**config.mk**
```make
export PLATFORM = sky130hd
export DESIGN_NAME = rpq_cell
export DESIGN_NICKNAME = d
export VERILOG_FILES = /design/src/rtl/rpq_pkg.sv /design/src/rtl/rpq_cell.sv
export SDC_FILE = /design/constraint.sdc
export NUM_CORES = 1
export LEC_CHECK = 0
export ABC_AREA = 1
export BUFFER_PORTS_ARGS = -buffer_cell sky130_fd_sc_hd__buf_4
export CAP_MARGIN = 20
export CELL_PAD_IN_SITES_DETAIL_PLACEMENT = 0
export CELL_PAD_IN_SITES_GLOBAL_PLACEMENT = 1
export CORE_AREA = 2 2 144 146
export DETAILED_ROUTE_END_ITERATION = 12
export DIE_AREA = 0 0 146 148
export HOLD_SLACK_MARGIN = 0.1
export PLACE_DENSITY = 0.78
export SLEW_MARGIN = 40
export SYNTH_ARGS = -nofsm -noshare
export SYNTH_HDL_FRONTEND = slang
export SYNTH_SLANG_ARGS = --single-unit
```
**constraint.sdc**
```tcl
create_clock -name clock -period 7.9 [get_ports clock]
set_input_delay 1.58 -clock clock [delete_from_list [all_inputs] [get_ports clock]]
set_output_delay 1.58 -clock clock [all_outputs]
set_load 0.05 [all_outputs]
```
**src/rtl/rpq_pkg.sv**
```systemverilog
`default_nettype none
package rpq_pkg;

   localparam int CAPACITY_DEFAULT = 64;

   localparam int NAME_W  = 64;
   localparam int ROLL_W  = 16;
   localparam int SCORE_W = 10;
   localparam int KEY_W   = SCORE_W + ROLL_W;
   localparam int ACT_W   = 2;
   localparam int DATA_W  = 96;

   localparam logic [ACT_W-1:0] ACT_INSERT = 2'd0;
   localparam logic [ACT_W-1:0] ACT_PEEK   = 2'd1;
   localparam logic [ACT_W-1:0] ACT_POP    = 2'd2;

   typedef struct packed {
      logic              valid;
      logic [KEY_W-1:0]  key;
      logic [NAME_W-1:0] name;
   } entry_type;

   typedef struct packed {
      logic              ins_en;
      logic              pop_en;
      logic [KEY_W-1:0]  key;
      logic [NAME_W-1:0] name;
   } cell_cmd_type;

   // key = {score, ~roll}: larger key means higher priority
   function automatic logic [KEY_W-1:0] make_key(input logic [SCORE_W-1:0] score,
                                                 input logic [ROLL_W-1:0] roll);
      make_key = {score, ~roll};
   endfunction

endpackage
`default_nettype wire

```
**src/rtl/rpq_cell.sv**
```systemverilog
`default_nettype none
module rpq_cell (
   input  wire                  clock,
   input  wire                  reset,
   input  rpq_pkg::cell_cmd_type cmd,
   input  rpq_pkg::entry_type   left_entry,
   input  wire                  left_ge,
   input  rpq_pkg::entry_type   right_entry,
   output rpq_pkg::entry_type   entry,
   output logic                 ge
);

   logic                       valid_ff, valid_in;
   logic [rpq_pkg::KEY_W-1:0]  key_ff, key_in;
   logic [rpq_pkg::NAME_W-1:0] name_ff, name_in;

   // entries at or above the new key stay put; ties keep the older record on top
   assign ge = valid_ff && (key_ff >= cmd.key);

   always_comb begin
      valid_in = valid_ff;
      key_in   = key_ff;
      name_in  = name_ff;
      if (cmd.ins_en && !ge) begin
         if (left_ge) begin
            valid_in = 1'b1;
            key_in   = cmd.key;
            name_in  = cmd.name;
         end else begin
            valid_in = left_entry.valid;
            key_in   = left_entry.key;
            name_in  = left_entry.name;
         end
      end else if (cmd.pop_en) begin
         valid_in = right_entry.valid;
         key_in   = right_entry.key;
         name_in  = right_entry.name;
      end
   end

   always_ff @(posedge clock) begin
      if (reset) begin
         valid_ff <= 1'b0;
      end else begin
         valid_ff <= valid_in;
      end
   end

   always_ff @(posedge clock) begin
      key_ff  <= key_in;
      name_ff <= name_in;
   end

   assign entry = '{valid: valid_ff, key: key_ff, name: name_ff};

endmodule
`default_nettype wire

```
# Word level (Yosys, flattened, before mapping)
# Index checks and enable logic that the tools add are counted.
totals:
  output_inout_bits: 92
  elab_cells: 17
  reg_bits: 91
classes:
  muxes: 9
  order_cmp: 1
  reduce_logical: 4
ops:
  columns: ["op", "n"]
  rows:
  - ["$mux W64", 3]
  - ["$mux W26", 3]
  - ["$ge A26 B26 Y1", 1]
  - ["$mux W1", 3]
  - ["$logic_and A1 B1 Y1", 2]
  - ["$reduce_bool A2 Y1", 1]
  - ["$logic_not A1 Y1", 1]

# Logic depth before layout (Yosys ltp)
logic_depth:
  ltp_word: 5
  depth_mapped: 17
  ltp_nobuf: 15

# Worst setup path after synthesis
# OpenSTA, ideal clock, no wires.
synth_timing:
  path_type: "input -> register"
  from: "in cmd[81] (netlist name)"
  to: "reg key_ff[0] (netlist name) (enable)"
  t_arrival_ns: 4.858
  required_time_ns: 7.448
  setup_ns: 0.452
  path_buffers: 3
  path_stages: 13
  setup_slack_ns: 2.590
  cell_sequence: "inv_1 ha_1 a21o_1 nor2_1 nand2_1 a21oi_1 nand3_1 nand2_1 nand2_2 buf_6 buf_8 buf_6 nand2_1"
synth_via:
  elab_chain_cells: 5
synth_rtl:
  columns: ["element", "line_no", "text"]
  rows:
  - ["start: declaration", "rpq_cell.sv:5", "input rpq_pkg::cell_cmd_type cmd,"]
  - ["$ge A26 B26 Y1", "rpq_cell.sv:18", "assign ge = valid_ff && (key_ff >= cmd.key);"]
  - ["$logic_and A1 B1 Y1", "rpq_cell.sv:18", null]
  - ["$logic_not A1 Y1", "rpq_cell.sv:24", "if (cmd.ins_en && !ge) begin"]
  - ["$logic_and A1 B1 Y1", "rpq_cell.sv:24", null]
  - ["$reduce_bool A2 Y1 (no source line)", null, null]
  - ["end signal: assignment", "rpq_cell.sv:50", "key_ff <= key_in;"]
  - ["end: declaration", "rpq_cell.sv:14", "logic [rpq_pkg::KEY_W-1:0] key_ff, key_in;"]
# Every way passes these cells.
# A chain may end at the register's enable or synchronous reset.

# Worst setup path in the final report
layout_timing:
  from: "in cmd[89] (netlist name)"
  to: "out ge"
layout_via:
  elab_chain_cells: 2
layout_rtl:
  columns: ["element", "line_no", "text"]
  rows:
  - ["$ge A26 B26 Y1", "rpq_cell.sv:18", null]
  - ["$logic_and A1 B1 Y1", "rpq_cell.sv:18", null]
  - ["end: declaration", "rpq_cell.sv:10", "output logic ge"]
# Every way passes these cells.

==> flow_summary.toml <==
[timing]
clock.fmax_ghz = 0.2165
fin_crit_ns = 4.619
fin_skew_ns = 0.008647
slew_headroom_pct = 55.20
hold_ws_ns = 0.5569
setup_viol = 0
hold_violations = 0
rsz0062_at_grt = "no"
fin_ws_ns = 3.281
setup_tns_ns = 0
layout_worst_path_cycle_share_pct = 58.47
tightest_slew_ns = 0.6720
maxSlewViolCount = 0

[drt]
dr_total_vias = 5460
drt-initial-drc-count = 189
drc = 0
totalWireLength_mm = 19.16
avgRoutedWirePerCell_um = 15.29
ant_nets = 0
first_pass_iters = 4
viasPerCell = 4.358

[critical_path]
endpoint_kind = "output pin"
reg2reg_to = "name_ff[3]"
rr_worst_depth = 12
r2r_slack_ns = 4.70
crit_required_ns = 6.32
reg2reg_from = "key_ff[25]"
criticalPathCategory = "in2out"
crit_path_max_fanout = 3
critPathArrivalTime_ns = 3.04
start_kind = "input pin"

[synthesis]
netlist_area_mm2 = 0.005637
synthTopCellsByArea = "edfxtp_1 48%, nand2_1 19%, mux2_2 13%, ha_1 5.8%, o21ai_0 4.4%"
avgSynthCellArea_um2 = 8.990
ys_warn_count = 0
ys_top_cells_by_count = "286 x nand2_1, 90 x edfxtp_1, 65 x mux2_2"
synth_top_area_share_pct = 47.95
synth_edf_count = 90
ys_seq_area_share_pct = 48.30
synth_flop_cell = "edfxtp_1"
synth-async-reset-ratio_pct = 0
synth_nets = 930
synthCells = 627
ys_ff_latch = 91
ys_types = 22
synth_largest_area_cell = "edfxtp_1"
yosysMostFrequentCell = "nand2_1"

[pwr]
power_density_mw_per_mm2 = 188.4
total_power_w = 0.001676
p_leak_nw = 4.458
ir_drop_mv = 0.08707

[cts]
tritoncts = "yes"
numCtsBuffers = 9
clk_latency_ns = 0.34
clkTransAtPathRegs_ns = 0.06
post_cts_resize_count = 0
post_cts_buffers = 0
clkSinkCount = 91
cts-hold-fix-buffers = 0
cts_max_level = 3
cts.path.max_buffers = 2
cts_root_buffer = "clkbuf_16"

[placement]
portBuffers = 368
finalWeightedCongestion = 0.8100
placed_cell_area_mm2 = 0.008605
place_ws_ns = 3.212
hpwlAfterDp_mm = 15.00

[finish]
diodes = 0
fin_area_mm2 = 0.008895
area_growth_pct = 57.80
seq_area_mm2 = 0.002723
drive_gt1_share_pct = 46.59
num-nets-final = 1281
nFillCells = 2103
multiInputGateArea_mm2 = 0.002585

[floorplan]
rows = 52
die_h_um = 148
start_util_pct = 28.13
fp.dieW_um = 146
core-area_mm2 = 0.02004
fp.dieArea_mm2 = 0.02161
num_io_pins = 369

[hold_path]
hold_path_end = "valid_ff"
min-delay-start = "valid_ff"
hp-class = "reg2reg"
hold_depth = 2

[run_status]
status = "finished, final reports clean"

[global_routing]
grt_pass1_vias = 5499
grt-ovfl-total = 0
grt_max_degree = 86
antenna_found_initial = 0
grt_usage_pct = 17.32
grt_pass1_wl_mm = 29.10

[job]
maxCapViolations = 0
[flip-flops by register name, summed over array words and instances, names as in the netlist]
register  cells
key_ff       26
name_ff      64
valid_ff      1
[per-stage QoR]
step           util [%]  std cells
2_1_floorplan         -        627
3_3_place_gp      42.82       1235
3_5_place_dp      42.94       1236
4_1_cts           44.29       1252
5_1_grt           44.39       1253
6_report          44.39       1253
[per-layer routing]
metal | routed length, um | part of all wire, % | GRT usage [%]
met5 | 0 | 0 | 0
met4 | 508 | 2.7 | 6.942
met3 | 1566 | 8.2 | 5.000
met2 | 9585 | 50 | 30.26
met1 | 7497 | 39 | 20.05
[power by group]
group / switching [W] / internal [W]
clock: 0.000195 / 0.000214
sequential: 0.0000241 / 0.000610
combinational: 0.000395 / 0.000238
[cells by family after synthesis]
family | synth area share (%)
AND/OR/NAND/NOR | 21.20
flip-flops | 48.30
buffers and inverters | 6.060
multiplexers | 12.99
AO/OA/AOI/OAI | 5.683
adder cells (fa/ha/maj) | 5.771
[placed cells by master, fill, tap and decap left out, types with 2 or more instances in the layout]
cell type / n
a21o_1: 3
nand2_4: 2
nand4_1: 3
edfxtp_1: 90
mux2_2: 65
nand2_1: 285
a21oi_1: 8
o21ai_0: 50
nand3_1: 5
inv_1: 37
buf_12: 2
buf_4: 371
ha_1: 26
clkbuf_16: 9
nor2_1: 13
clkinvlp_4: 2
[cell type report]
class / count / area share [%]
timing repair buffer: 374 / 31.89
sequential: 91 / 30.61
multi-input combinational: 464 / 29.06
tap: 270 / 3.798
clock buffer: 10 / 2.574
inverter: 38 / 1.604
clock inverter: 6 / 0.4642
[how the worst max path moves through the flow]
stage / start / end
4_1_cts: cmd[89] / ge
3_5_place_dp: cmd[89] / name_ff[4]
3_3_place_gp: cmd[89] / name_ff[24]
6_report: cmd[89] / ge
2_1_floorplan: cmd[81] / key_ff[0]
5_1_grt: cmd[73] / ge
[worst max-delay path, cell delays in order]
cell,delay (ns)
buf_4,0.08
inv_1,0.04
ha_1,0.28
nand2_1,0.12
nor2_2,0.15
nand2_1,0.08
nor3_2,0.14
nand2_1,0.06
nand3_1,0.08
nand2_1,0.13
inv_1,0.10
buf_4,0.20
Note: power is estimated with default switching activity, not from simulation.
